## config.mk

```make
export PLATFORM = sky130hd
export DESIGN_NAME = sequencer_event_record_packer
export DESIGN_NICKNAME = d
export VERILOG_FILES = /design/src/rtl/core/seqrp_pkg.sv /design/src/rtl/core/sequencer_event_record_packer.sv
export SDC_FILE = /design/constraint.sdc
export NUM_CORES = 1
export LEC_CHECK = 0
export BUFFER_PORTS_ARGS = -buffer_cell sky130_fd_sc_hd__buf_2
export CAP_MARGIN = 0
export CORE_ASPECT_RATIO = 1.75
export CORE_UTILIZATION = 60
export CTS_BUF_LIST = sky130_fd_sc_hd__clkbuf_16
export DETAILED_ROUTE_END_ITERATION = 8
export PLACE_DENSITY_LB_ADDON = 0.2
export REMOVE_ABC_BUFFERS = 1
export SYNTH_ARGS = -nofsm -noshare
export SYNTH_HDL_FRONTEND = slang
export SYNTH_SLANG_ARGS = --single-unit
```

## constraint.sdc

```tcl
create_clock -name clk -period 5.75 [get_ports clk]
set_input_delay 1.15 -clock clk [delete_from_list [all_inputs] [get_ports clk]]
set_output_delay 1.15 -clock clk [all_outputs]
set_load 0.02 [all_outputs]
```

## src/rtl/core/seqrp_pkg.sv

```systemverilog
`timescale 1ns / 1ps

package seqrp_pkg;

    localparam int TRACKS         = 8;
    localparam int TICKS_PER_BEAT = 96;
    localparam int HEADER_BYTES   = 42;

    localparam int TRACK_W = $clog2(TRACKS + 1);
    localparam int REC_MAX = 7;
    localparam int CNT_W   = $clog2(REC_MAX + 1);

    localparam logic [7:0] CODE_PROGRAM    = 8'd122;
    localparam logic [7:0] CODE_AFTERTOUCH = 8'd123;
    localparam logic [7:0] CODE_BEND       = 8'd124;
    localparam logic [7:0] CODE_SYSEX      = 8'd125;
    localparam logic [7:0] CODE_END        = 8'h80;
    localparam logic [7:0] HIGH_BIT        = 8'h80;
    localparam logic [15:0] BEND_CENTER    = 16'd8192;
    localparam logic [15:0] SYSEX2_DURA    = 16'h8000;

    typedef enum logic [3:0] {
        KIND_NOTE       = 4'd0,
        KIND_CTRL       = 4'd1,
        KIND_BEND       = 4'd2,
        KIND_AFTERTOUCH = 4'd3,
        KIND_PROGRAM    = 4'd4,
        KIND_SYSEX3     = 4'd5,
        KIND_SYSEX2     = 4'd6,
        KIND_SYSEX1     = 4'd7,
        KIND_END        = 4'd8
    } kind_t;

    typedef enum logic [1:0] {
        ERR_OK       = 2'd0,
        ERR_ORDER    = 2'd1,
        ERR_END_TIME = 2'd2,
        ERR_BAD      = 2'd3
    } err_t;

    typedef struct packed {
        logic [8*REC_MAX-1:0] bytes;
        logic [CNT_W-1:0]     cnt;
        logic                 byte_ok;
        err_t                 err;
        logic [TRACK_W-1:0]   trk;
        logic [15:0]          offs;
    } rec_t;

endpackage

```

## src/rtl/core/sequencer_event_record_packer.sv

```systemverilog
`timescale 1ns / 1ps

// channel   direction  handshake              payload
// in        input      in_valid / in_stall    kind has_time at_beat at_tick chan val_a val_b
//                                             len_beat len_tick
// out       output     out_valid / out_stall  data_byte byte_valid last error ended_track offset
// cfg       input      cfg_we                 cfg_wdata (part_beats)
//
// An event is packed in the cycle it is accepted and parked in a record register;
// the byte shifter then sends one byte per cycle while out is not stalled, so a timed
// event gives 7 bytes, an untimed one 5 and a rejected one 1 on the single output byte lane.
// The next event is taken while the current record is still being sent.
// Reset: prev_time 0, track count TRACKS, byte offset HEADER_BYTES, both stages empty.
// A stall on out holds the shifter; in stalls only while the record register is full.

module sequencer_event_record_packer (
    input  logic                        clk,
    input  logic                        rst_n,
    input  logic                        in_valid,
    output logic                        in_stall,
    input  logic [3:0]                  kind,
    input  logic                        has_time,
    input  logic [9:0]                  at_beat,
    input  logic [6:0]                  at_tick,
    input  logic [7:0]                  chan,
    input  logic [15:0]                 val_a,
    input  logic [7:0]                  val_b,
    input  logic [9:0]                  len_beat,
    input  logic [6:0]                  len_tick,
    output logic                        out_valid,
    input  logic                        out_stall,
    output logic [7:0]                  data_byte,
    output logic                        byte_valid,
    output logic                        last,
    output logic [1:0]                  error,
    output logic [seqrp_pkg::TRACK_W-1:0] ended_track,
    output logic [15:0]                 offset,
    input  logic                        cfg_we,
    input  logic [9:0]                  cfg_wdata
);
    import seqrp_pkg::*;

    localparam logic [15:0] TPB16 = 16'(TICKS_PER_BEAT);
    localparam logic [TRACK_W-1:0] TRACKS_V = TRACK_W'(TRACKS);
    localparam logic [15:0] HEADER_V = 16'(HEADER_BYTES);
    localparam logic [CNT_W-1:0] CNT_ONE = CNT_W'(1);

    logic [9:0]         part_beats_reg;
    logic [15:0]        prev_time_reg, prev_time_next;
    logic [TRACK_W-1:0] track_left_reg, track_left_next;
    logic [15:0]        byte_offset_reg, byte_offset_next;

    rec_t               rec_reg, rec_next;
    logic               rec_valid_reg, rec_valid_next;
    rec_t               sh_reg, sh_next;

    logic               accept, take, ser_done, ser_load;
    logic [15:0]        when_t, dur_t, end_t, bend_v, dura;
    logic [7:0]         code, amount, chb;
    logic               bad;
    logic [CNT_W-1:0]   n;
    logic [16:0]        off_sum;
    logic [15:0]        off_sat;
    err_t               err;

    assign out_valid = (sh_reg.cnt != '0);
    assign take      = out_valid && !out_stall;
    assign ser_done  = take && (sh_reg.cnt == CNT_ONE);
    assign ser_load  = rec_valid_reg && (!out_valid || ser_done);
    assign in_stall  = rec_valid_reg && !ser_load;
    assign accept    = in_valid && !in_stall;

    assign data_byte   = sh_reg.bytes[7:0];
    assign byte_valid  = sh_reg.byte_ok;
    assign last        = (sh_reg.cnt == CNT_ONE);
    assign error       = sh_reg.err;
    assign ended_track = sh_reg.trk;
    assign offset      = sh_reg.offs;

    always_comb
    begin
        when_t = 16'({6'd0, at_beat} * TPB16 + {9'd0, at_tick});
        dur_t  = 16'({6'd0, len_beat} * TPB16 + {9'd0, len_tick});
        end_t  = 16'({6'd0, part_beats_reg} * TPB16);
        bend_v = val_a + BEND_CENTER;
        bad    = (kind > KIND_END) || ((kind == KIND_END) && !has_time);

        code   = '0;
        amount = '0;
        chb    = {4'd0, 4'(chan[3:0] - 4'd1)};
        dura   = '0;
        case (kind)
            KIND_NOTE:
            begin
                code   = {1'b0, val_a[6:0]};
                amount = {1'b0, val_b[6:0]};
                dura   = {dur_t[7:0], dur_t[15:8]};
            end
            KIND_CTRL:
            begin
                code   = {1'b0, val_a[6:0]};
                amount = val_b | HIGH_BIT;
            end
            KIND_BEND:
            begin
                code   = CODE_BEND;
                amount = HIGH_BIT;
                dura   = {1'b0, bend_v[13:7], 1'b0, bend_v[6:0]};
            end
            KIND_AFTERTOUCH:
            begin
                code   = CODE_AFTERTOUCH;
                amount = val_a[7:0] | HIGH_BIT;
            end
            KIND_PROGRAM:
            begin
                code   = CODE_PROGRAM;
                amount = val_a[7:0] | HIGH_BIT;
            end
            KIND_SYSEX3:
            begin
                code   = CODE_SYSEX;
                amount = chan | HIGH_BIT;
                chb    = {1'b0, val_a[6:0]};
                dura   = {1'b0, val_b[6:0], 8'd0};
            end
            KIND_SYSEX2:
            begin
                code   = CODE_SYSEX;
                amount = chan | HIGH_BIT;
                chb    = {1'b0, val_a[6:0]};
                dura   = SYSEX2_DURA;
            end
            KIND_SYSEX1:
            begin
                code   = CODE_SYSEX;
                amount = chan | HIGH_BIT;
                chb    = HIGH_BIT;
            end
            default:
            begin
                code = CODE_END;
                chb  = CODE_END;
            end
        endcase

        n       = has_time ? CNT_W'(7) : CNT_W'(5);
        off_sum = {1'b0, byte_offset_reg} + {{(17-CNT_W){1'b0}}, n};
        off_sat = off_sum[16] ? 16'hFFFF : off_sum[15:0];

        prev_time_next   = prev_time_reg;
        track_left_next  = track_left_reg;
        byte_offset_next = byte_offset_reg;
        err              = ERR_OK;

        rec_next          = rec_reg;
        rec_next.byte_ok  = 1'b1;
        rec_next.trk      = '0;
        rec_next.offs     = '0;
        rec_next.cnt      = n;
        if (has_time)
            rec_next.bytes = {dura[15:8], dura[7:0], chb, amount,
                              when_t[15:8], when_t[7:0], code | HIGH_BIT};
        else
            rec_next.bytes = {16'd0, dura[15:8], dura[7:0], chb, amount, code};

        if (bad)
        begin
            rec_next.bytes   = '0;
            rec_next.cnt     = CNT_ONE;
            rec_next.byte_ok = 1'b0;
            err              = ERR_BAD;
        end
        else
        begin
            byte_offset_next = off_sat;
            if (kind == KIND_END)
            begin
                prev_time_next = '0;
                rec_next.trk   = track_left_reg;
                rec_next.offs  = off_sat;
                if (end_t != when_t)
                    err = ERR_END_TIME;
                if (track_left_reg > TRACK_W'(1))
                    track_left_next = track_left_reg - TRACK_W'(1);
                else
                begin
                    track_left_next  = TRACKS_V;
                    byte_offset_next = HEADER_V;
                end
            end
            else if (has_time)
            begin
                if ((prev_time_reg != '0) && (when_t <= prev_time_reg))
                    err = ERR_ORDER;
                prev_time_next = when_t;
            end
        end
        rec_next.err = err;

        rec_valid_next = accept ? 1'b1 : (ser_load ? 1'b0 : rec_valid_reg);

        sh_next = sh_reg;
        if (ser_load)
            sh_next = rec_reg;
        else if (take)
        begin
            sh_next.bytes = {8'd0, sh_reg.bytes[8*REC_MAX-1:8]};
            sh_next.cnt   = sh_reg.cnt - CNT_ONE;
        end
    end

    always_ff @(posedge clk or negedge rst_n)
    begin
        if (!rst_n)
        begin
            part_beats_reg  <= '0;
            prev_time_reg   <= '0;
            track_left_reg  <= TRACKS_V;
            byte_offset_reg <= HEADER_V;
            rec_valid_reg   <= 1'b0;
            sh_reg          <= '0;
        end
        else
        begin
            if (cfg_we)
                part_beats_reg <= cfg_wdata;
            if (accept)
            begin
                prev_time_reg   <= prev_time_next;
                track_left_reg  <= track_left_next;
                byte_offset_reg <= byte_offset_next;
            end
            rec_valid_reg <= rec_valid_next;
            sh_reg        <= sh_next;
        end
    end

    always_ff @(posedge clk)
    begin
        if (accept)
            rec_reg <= rec_next;
    end

    // a record is never cut short once it starts
    a_record_whole: assert property (@(posedge clk) disable iff (!rst_n)
        (take && !last) |=> out_valid)
        else $error("record broken before last byte");

    // taking an item into a full record register needs the shifter to drain it
    a_no_overwrite: assert property (@(posedge clk) disable iff (!rst_n)
        (accept && rec_valid_reg) |-> ser_load)
        else $error("pending record overwritten");

    // a rejected item is a single empty result
    a_bad_single: assert property (@(posedge clk) disable iff (!rst_n)
        (out_valid && !byte_valid) |-> (last && (error == ERR_BAD) && (data_byte == 8'd0)))
        else $error("rejected item result malformed");

    // track and offset are reported only on end records
    a_end_fields: assert property (@(posedge clk) disable iff (!rst_n)
        (out_valid && (ended_track == '0)) |-> (offset == 16'd0))
        else $error("offset reported outside an end record");

endmodule
```

Yosys cells after proc, flatten, opt, wreduce, memory -nomap -nowiden
Cells that the tools add are included.

Add/subtract/negate cells: 7. $mul: 3. Divide/modulo/power cells: 0. Magnitude comparators: 3. Equal/unequal tests: 10. Shift-type cells: 0. Multiplexer cells: 21. Bitwise gates (word level): 3. Reduce and logical (&&, ||, !) cells: 30.

Operators by type and width (count): $mux W59 (2); $mux W16 (5); $pmux W8 S5 (2); $pmux W16 S4 (1); $mux W40 (1); $mul A10 B2 Y11 const B (3); $add A16 B7 Y16 (2); $add A16 B3 Y17 (1); $eq A4 B3 Y1 const B (4); $le A16 B16 Y1 (1); $ne A16 B16 Y1 (1); $pmux W8 S2 (1); $reduce_bool A16 Y1 (1); $add A14 B14 Y14 const B (1); $reduce_or A2 Y1 (5); $eq A4 B2 Y1 const B (2); $sub A4 B1 Y4 const B (2); $logic_and A1 B1 Y1 (7); $mux W2 (3); $reduce_and A3 Y1 (2); $reduce_bool A2 Y1 (3); $logic_not A1 Y1 (5); $mux W1 (5); $reduce_or A5 Y1 (1); 13 further kinds (16).

Bits in registers: 211. Bits in latches: 0. Memory bits (writable): 0. ROM bits: 0. Input bits: 86. Output and inout port bits: 34. Word-level logic and storage cells: 95. Memories kept: 0.

Logic depth before layout (Yosys ltp)
Gate-level depths: netlist of the first run.

Word-level depth: 10. Mapped depth: 17. Mapped depth without buffers: 17.

Least setup slack after synthesis of the first run
Ideal clock, no wire load.

Path type: input to register. From: in out_stall. To: reg byte_offset_reg[15]. Library setup time: 0.072 ns. Data arrival time: 4.523 ns. Required time: 5.678 ns. Slack: 1.155 ns. Cell stages on the path: 10. Buffers on the path: 1. Path through: nor2b_1 -> o21a_1 -> nand2b_1 -> nand2_1 -> inv_1 -> nand2_1 -> a31oi_2 -> buf_2 -> a21oi_1 -> nor2_1.

Longest elaborated chain between the ends: 10.

RTL lines: start: declaration (line sequencer_event_record_packer.sv:31) `input logic out_stall,`; $logic_not A1 Y1 (line sequencer_event_record_packer.sv:67) `assign take = out_valid && !out_stall;`; $logic_and A1 B1 Y1 (line sequencer_event_record_packer.sv:67); $logic_and A1 B1 Y1 (line sequencer_event_record_packer.sv:68) `assign ser_done = take && (sh_reg.cnt == CNT_ONE);`; $logic_or A1 B1 Y1 (line sequencer_event_record_packer.sv:69) `assign ser_load = rec_valid_reg && (!out_valid || ser_done);`; $logic_and A1 B1 Y1 (line sequencer_event_record_packer.sv:69); $logic_not A1 Y1 (line sequencer_event_record_packer.sv:70) `assign in_stall = rec_valid_reg && !ser_load;`; $logic_and A1 B1 Y1 (line sequencer_event_record_packer.sv:70); $logic_not A1 Y1 (line sequencer_event_record_packer.sv:71) `assign accept = in_valid && !in_stall;`; $logic_and A1 B1 Y1 (line sequencer_event_record_packer.sv:71); via accept (line sequencer_event_record_packer.sv:57) `logic accept, take, ser_done, ser_load;`; $reduce_and A2 Y1 (no line); end signal: assignment (line sequencer_event_record_packer.sv:232) `byte_offset_reg <= byte_offset_next;`; end: declaration (line sequencer_event_record_packer.sv:51) `logic [15:0] byte_offset_reg, byte_offset_next;`.

The timed path passes the listed nets, and every way through them passes these cells. A chain may end at the register's enable or synchronous reset.

Final worst setup path of the first run
From: in at_beat[1]. To: reg rec_reg[20] (netlist name), data pin.

Longest elaborated chain between the ends: 7.

RTL lines: start: declaration (line sequencer_event_record_packer.sv:23) `input logic [9:0] at_beat,`; $mul A10 B2 Y11 (line sequencer_event_record_packer.sv:82) `when_t = 16'({6'd0, at_beat} * TPB16 + {9'd0, at_tick});`; $add A16 B7 Y16 (line sequencer_event_record_packer.sv:82); $le A16 B16 Y1 (line sequencer_event_record_packer.sv:194) `if ((prev_time_reg != '0) && (when_t <= prev_time_reg))`; $logic_and A1 B1 Y1 (line sequencer_event_record_packer.sv:194); $mux W1 (line sequencer_event_record_packer.sv:194); $mux W1 (line sequencer_event_record_packer.sv:192) `else if (has_time)`; $mux W2 (line sequencer_event_record_packer.sv:177) `if (kind == KIND_END)`; end signal: assignment (line sequencer_event_record_packer.sv:242) `rec_reg <= rec_next;`; end: declaration (line sequencer_event_record_packer.sv:53) `rec_t rec_reg, rec_next;`.

No other way between the ends.

==> results.json, run 1 <==
{
  "outcome": "completed",
  "drt-total-wl_um": 28300,
  "stdcell_count": 1565,
  "grt_pass1_wl_um": 45800,
  "drtPass1Iterations": 5,
  "ios": 120,
  "tightest_slew_ps": 1000,
  "antenna_found_initial": 1,
  "worstPathRequired_ps": 6080,
  "fp-row-count": 67,
  "cts_resized": 0,
  "multi_input_area_sq_mm": 0.00538,
  "overflow": 0,
  "avgSynthCellArea_sq_um": 9.38,
  "slew-limit-headroom_pct": 32.9,
  "ant_nets": 0,
  "seq_area_sq_mm": 0.00567,
  "grt_pass1_vias": 9244,
  "cts_tree": "built",
  "netlist_instances": 1246,
  "end_kind": "register",
  "worstSetupPathType": "in -> reg",
  "final_util_pct": 67.2,
  "p_leak_nw": 5.70,
  "slew_violations": 0,
  "fin_setup_tns_ps": 0,
  "yosys_warnings": 0,
  "core_area_sq_mm": 0.0191,
  "ys_seq_area_share_pct": 48.5,
  "finClkSkew_ps": 9.12,
  "die_h_um": 187,
  "grt_max_degree": 95,
  "wl_per_cell_um": 18.1,
  "die_x_um": 107,
  "largest_register_ffs": 81,
  "synthFlopType": "dfrtp_1",
  "cts_root_buffer": "clkbuf_16",
  "yosys.area.top_type": "dfrtp_1",
  "layout.nets": 1455,
  "syn_to_final_growth_pct": 10.0,
  "reg2reg_depth": 11,
  "layout_setup_ws_ps": 1650,
  "synthArstFlopShare_pct": 61.4,
  "cts_sinks": 210,
  "place_congestion": 0.895,
  "die_area_sq_mm": 0.0201,
  "rsz0062_at_grt": "false",
  "place_area_sq_mm": 0.0123,
  "fin_area_sq_mm": 0.0129,
  "nFillCells": 1548,
  "initial_core_util_pct": 61.1,
  "synth_edf_count": 81,
  "min_path_cells": 2,
  "synth_top_area_share_pct": 26.8,
  "p_per_area_mw_per_mm2": 445,
  "most-common-layout-cells": "nand2_1 (244), nor2_1 (135), dfrtp_1 (125)",
  "portBuffers": 115,
  "layout_min_cycle_time_ps": 4100,
  "clk_path_buf_depth": 3,
  "path_max_fanout": 4,
  "synth.distinct_cells": 69,
  "max_freq_ghz": 0.244,
  "postCtsHoldBufs": 0,
  "dp_hpwl_um": 19800,
  "drtIter0Drc": 663,
  "avgViaCountPerCell": 5.96,
  "cts_made_buffers": 20,
  "num_vias": 9326,
  "post_cts_buffers": 0,
  "yosys-top-cells-area": "dfrtp_1 (27%), edfxtp_1 (21%), nand2_1 (7.9%)",
  "irDropWorstVdd_uv": 289,
  "path_clk_slew_ps": 60,
  "drv_cap": 0,
  "drive_gt1_share_pct": 14.6,
  "dp_worst_setup_slack_ps": 1170,
  "setup-violations-final": 0,
  "cts_max_level": 1,
  "grt_use_total_pct": 29.0,
  "insertion_delay_ps": 490,
  "hold_viol": 0,
  "cp.arrival_ps": 4430,
  "hold_path_class": "reg -> reg",
  "mostFrequentLayoutCell": "nand2_1",
  "period_share_pct": 71.2,
  "dpl.cell_count": 1528,
  "drc_errors": 0,
  "start_kind": "input pin",
  "syn_area_sq_mm": 0.0117,
  "ys_seq_elements": 210
}
## routing by layer
metal	vias up	wire length (um)	track usage, %
met2	346	14900	51.8
li1	4432	-	-
met4	2	1300	14.5
met1	4465	10400	34.2
met5	-	8	0
met3	81	1650	2.69
## path summary, 6_finish.rpt
kind	startpoint	endpoint	slack, ps
min	rec_reg[1]$_SDFFCE_PP0P_	offset[1]$_DFFE_PN0P_	440
min in group asynchronous	rst_n	offset[0]$_DFFE_PN0P_	740
max in group asynchronous	rst_n	part_beats_reg[5]$_DFFE_PN0P_	3890
max reg2reg	sh_reg[23]$_DFFE_PN0P_	byte_offset_reg[3]$_DFFE_PN1P_	2450
max	at_beat[1]	rec_reg[20]$_SDFFCE_PP1P_	1650
min reg2reg	rec_reg[1]$_SDFFCE_PP0P_	offset[1]$_DFFE_PN0P_	440
## power breakdown
group | leakage (nW) | total [mW] | switching (mW) | internal [mW]
registers | 2.36 | 2.43 | 0.282 | 2.15
logic | 3.03 | 2.08 | 1.32 | 0.756
clock network | 0.310 | 1.21 | 0.551 | 0.662
## cell families (layout without fill, tap and decap cells)
group | Yosys count | count (layout) | synth area share, %
and+or+nand+nor | 496 | 496 | 18.3
AOI/OAI and AO/OA | 251 | 251 | 14.1
xor gates and xnor gates | 65 | 65 | 5.00
buffers and inverters | 146 | 223 | 5.69
other | 0 | 1 | 0
muxes | 18 | 18 | 1.67
DFF | 210 | 210 | 48.5
adders and majority gates | 60 | 60 | 6.81
## cell type report
cell class,instances,share of cell area (%)
timing repair buffer,131,5.46
multi-input combinational,890,41.8
clock inverter,15,0.545
clock buffer,21,4.09
tap,241,2.35
sequential,210,44.1
antenna,1,0.0195
inverter,56,1.65
## critical path, stage by stage
cell and delay (ps):
buf_2 100, ha_1 170, inv_1 60, fa_1 430, xnor2_1 390, nor3b_2 300
and3_1 220, nand3_1 130, nor3b_2 270, xnor2_2 190, ha_1 340, nand4_1 100
nor4_1 180, nand4_1 120, o21ai_0 90, nand2_1 70, o211ai_1 90
## cells in the mapped netlist (all sizes together), types with 3 or more instances
master,count
nand4,9
o211ai,3
dfrtp,125
and2,8
or3,7
nor3,9
mux2i,6
a21o,10
a222oi,12
o21a,6
xor2,25
o22ai,4
nor4,6
a31oi,58
nor2,136
and3,9
nand3,33
buf,38
xnor2,40
a211oi,3
nor3b,3
inv,56
or2,5
nor2b,8
dfstp,4
a22o,18
o21ai,50
fa,6
mux2,12
ha,54
a21oi,60
clkbuf,52
o31ai,4
nand2b,11
edfxtp,81
nand2,245
## through the flow
step                power [mW]  hold slack (ps)
floorplan                 3.89              415
global placement          4.46              417
detailed placement        4.54              422
CTS                       5.76              439
global route              6.11              451
finish                    5.72              437
Note: power is estimated with default switching activity, not from simulation.
==> run 2, diff against run 1 <==
- clock period: 5.75 -> 3.8 ns (I/O delays scaled with it)
==> run 2 against run 1 <==
Compared with the run above: register-to-register slack worse by 1800 ps; total power is 54% higher; sequential share of layout area shrank 0.74 points; global-route usage rose by 1.0 points; sequential power increased by 51%; largest power group unchanged.
==> results.json, run 2 (same netlist as run 1, synthesis figures left out) <==
{
  "r2r-end": "rec_reg[10]$_SDFFCE_PP0P_",
  "hold_path_class": "in -> async",
  "syn_to_final_growth_pct": 11.9,
  "reg2reg_depth": 9,
  "drtIter0Drc": 701,
  "outcome": "completed",
  "avgViaCountPerCell": 5.99,
  "fin_area_sq_mm": 0.0131,
  "drt-total-wl_um": 29200,
  "drive_gt1_share_pct": 16.4,
  "path_clk_slew_ps": 60,
  "cts_made_buffers": 20,
  "finClkSkew_ps": 12.3,
  "clk_path_buf_depth": 3,
  "cts_resized": 0,
  "insertion_delay_ps": 500,
  "cts_root_buffer": "clkbuf_16",
  "overflow": 0,
  "crit-reg2reg-launch": "byte_offset_reg[1]$_DFFE_PN1P_",
  "cts_sinks": 210,
  "period_share_pct": 90.4,
  "insertedDiodeCount": 0,
  "drtPass1Iterations": 6,
  "postCtsHoldBufs": 0,
  "cp-startpoint": "at_beat[0]",
  "wl_per_cell_um": 18.3,
  "cp_slowest_cell": "o311a_1",
  "cpPeakStageDelay_ps": 310,
  "slew-limit-headroom_pct": 31.9,
  "crit_buf_inv": 2,
  "irDropWorstVdd_uv": 489,
  "grt_pass1_vias": 9434,
  "r2r_slack_ps": 660,
  "most-common-layout-cells": "nand2_1 (244), nor2_1 (135), dfrtp_1 (125)",
  "layout.nets": 1483,
  "place_area_sq_mm": 0.0125,
  "cp.arrival_ps": 3770,
  "path_cells": "buf_2 > ha_1 > inv_1 > fa_1 > nor2b_4 > o311a_1 > o21ba_1 > a21oi_1 > nand3_1 > nor3b_2 > xnor2_2 > ha_1 > nand4_1 > nor4_1 > nand4_1 > o21ai_0 > nand2_1 > o211ai_1",
  "portBuffers": 115,
  "slew_violations": 0,
  "end_kind": "register",
  "rsz0062_at_grt": "false",
  "mostFrequentLayoutCell": "nand2_1",
  "grt_max_degree": 94,
  "fp-row-count": 67,
  "largest_register_ffs": 81,
  "multi_input_area_sq_mm": 0.00538,
  "cp_top_family": "simple AND/OR/NAND/NOR gates",
  "hold_viol": 0,
  "drv_cap": 0,
  "grt_use_total_pct": 30.0,
  "worstSetupPathType": "in -> reg",
  "path_depth": 18,
  "stdcell_count": 1592,
  "die_area_sq_mm": 0.0201,
  "ios": 120,
  "p_per_area_mw_per_mm2": 673,
  "cts_max_level": 1,
  "dp_hpwl_um": 21000,
  "place_congestion": 0.941,
  "antenna_found_initial": 0,
  "core_area_sq_mm": 0.0191,
  "die_h_um": 187,
  "start_kind": "input pin",
  "fin_hold_ws_ps": 235,
  "max_freq_ghz": 0.291,
  "path_max_fanout": 3,
  "setup-violations-final": 0,
  "ant_nets": 0,
  "cp-endpoint": "rec_reg[20]$_SDFFCE_PP1P_",
  "layout_min_cycle_time_ps": 3430,
  "final_util_pct": 68.4,
  "nFillCells": 1563,
  "initial_core_util_pct": 61.1,
  "post_cts_buffers": 0,
  "die_x_um": 107,
  "cts_tree": "built",
  "dpl.cell_count": 1556,
  "tightest_slew_ps": 1020,
  "worstPathRequired_ps": 4130,
  "drc_errors": 0,
  "num_vias": 9538,
  "seq_area_sq_mm": 0.00567,
  "grt_pass1_wl_um": 47300,
  "p_leak_nw": 5.84
}
==> run 2: changes by cell type in the layout (fill, tap and decap cells not counted) <==
cell / change
inv_4: -1
buf_12: +1
buf_4: +27
clkinv_2: +1
clkinv_4: -1
inv_6: +1
diode_2: -1
==> run 2: layout make-up <==
class / instances / area share, %
Clock inverter: 15 / 0.526
Tap cell: 241 / 2.31
Clock buffer: 21 / 4.02
Inverter: 56 / 1.62
Multi-Input combinational cell: 890 / 41.1
Sequential cell: 210 / 43.3
Timing Repair Buffer: 159 / 7.07
==> run 2: worst min path at each step <==
| stage | start | endpoint | slack (ps) | cells after the start |
|---|---|---|---|---|
| floorplan | rec_reg[22]$_DFFE_PP_ | byte_valid$_DFFE_PN0P_ | 410 | 2 |
| global placement | rec_reg[79]$_SDFFCE_PP0P_ | sh_reg[79]$_DFFE_PN0P_ | 420 | 2 |
| detailed placement | rec_reg[77]$_SDFFCE_PP0P_ | sh_reg[77]$_DFFE_PN0P_ | 420 | 2 |
| CTS | rst_n | offset[0]$_DFFE_PN0P_ | 280 | 1 |
| global route | rst_n | offset[3]$_DFFE_PN0P_ | 290 | 1 |
| finish | rst_n | offset[0]$_DFFE_PN0P_ | 240 | 1 |
==> run 2: metal layers <==
layer	part of all wire [%]	up-vias	track usage [%]	wire [um]
li1	-	4493	-	-
met4	4.5	0	14.1	1320
met5	0	-	0	0
met3	5.3	86	2.90	1550
met1	37	4575	35.1	10800
met2	53	384	54.2	15500
==> run 2: through the flow <==
stage | worst slack [ps] | setup TNS (ps) | total power, mW
finish | 366 | 0 | 8.79
global route | 89.3 | 0 | 9.39
CTS | 418 | 0 | 8.82
detailed placement | -84.8 | -84.8 | 6.96
global placement | -7.76 | -7.76 | 6.84
floorplan | -528 | -10950 | 5.88
==> run 2: power by group <==
group          internal (mW)  switching, mW
Sequential              3.25          0.434
Combinational           1.21           2.04
Clock                   1.00          0.850
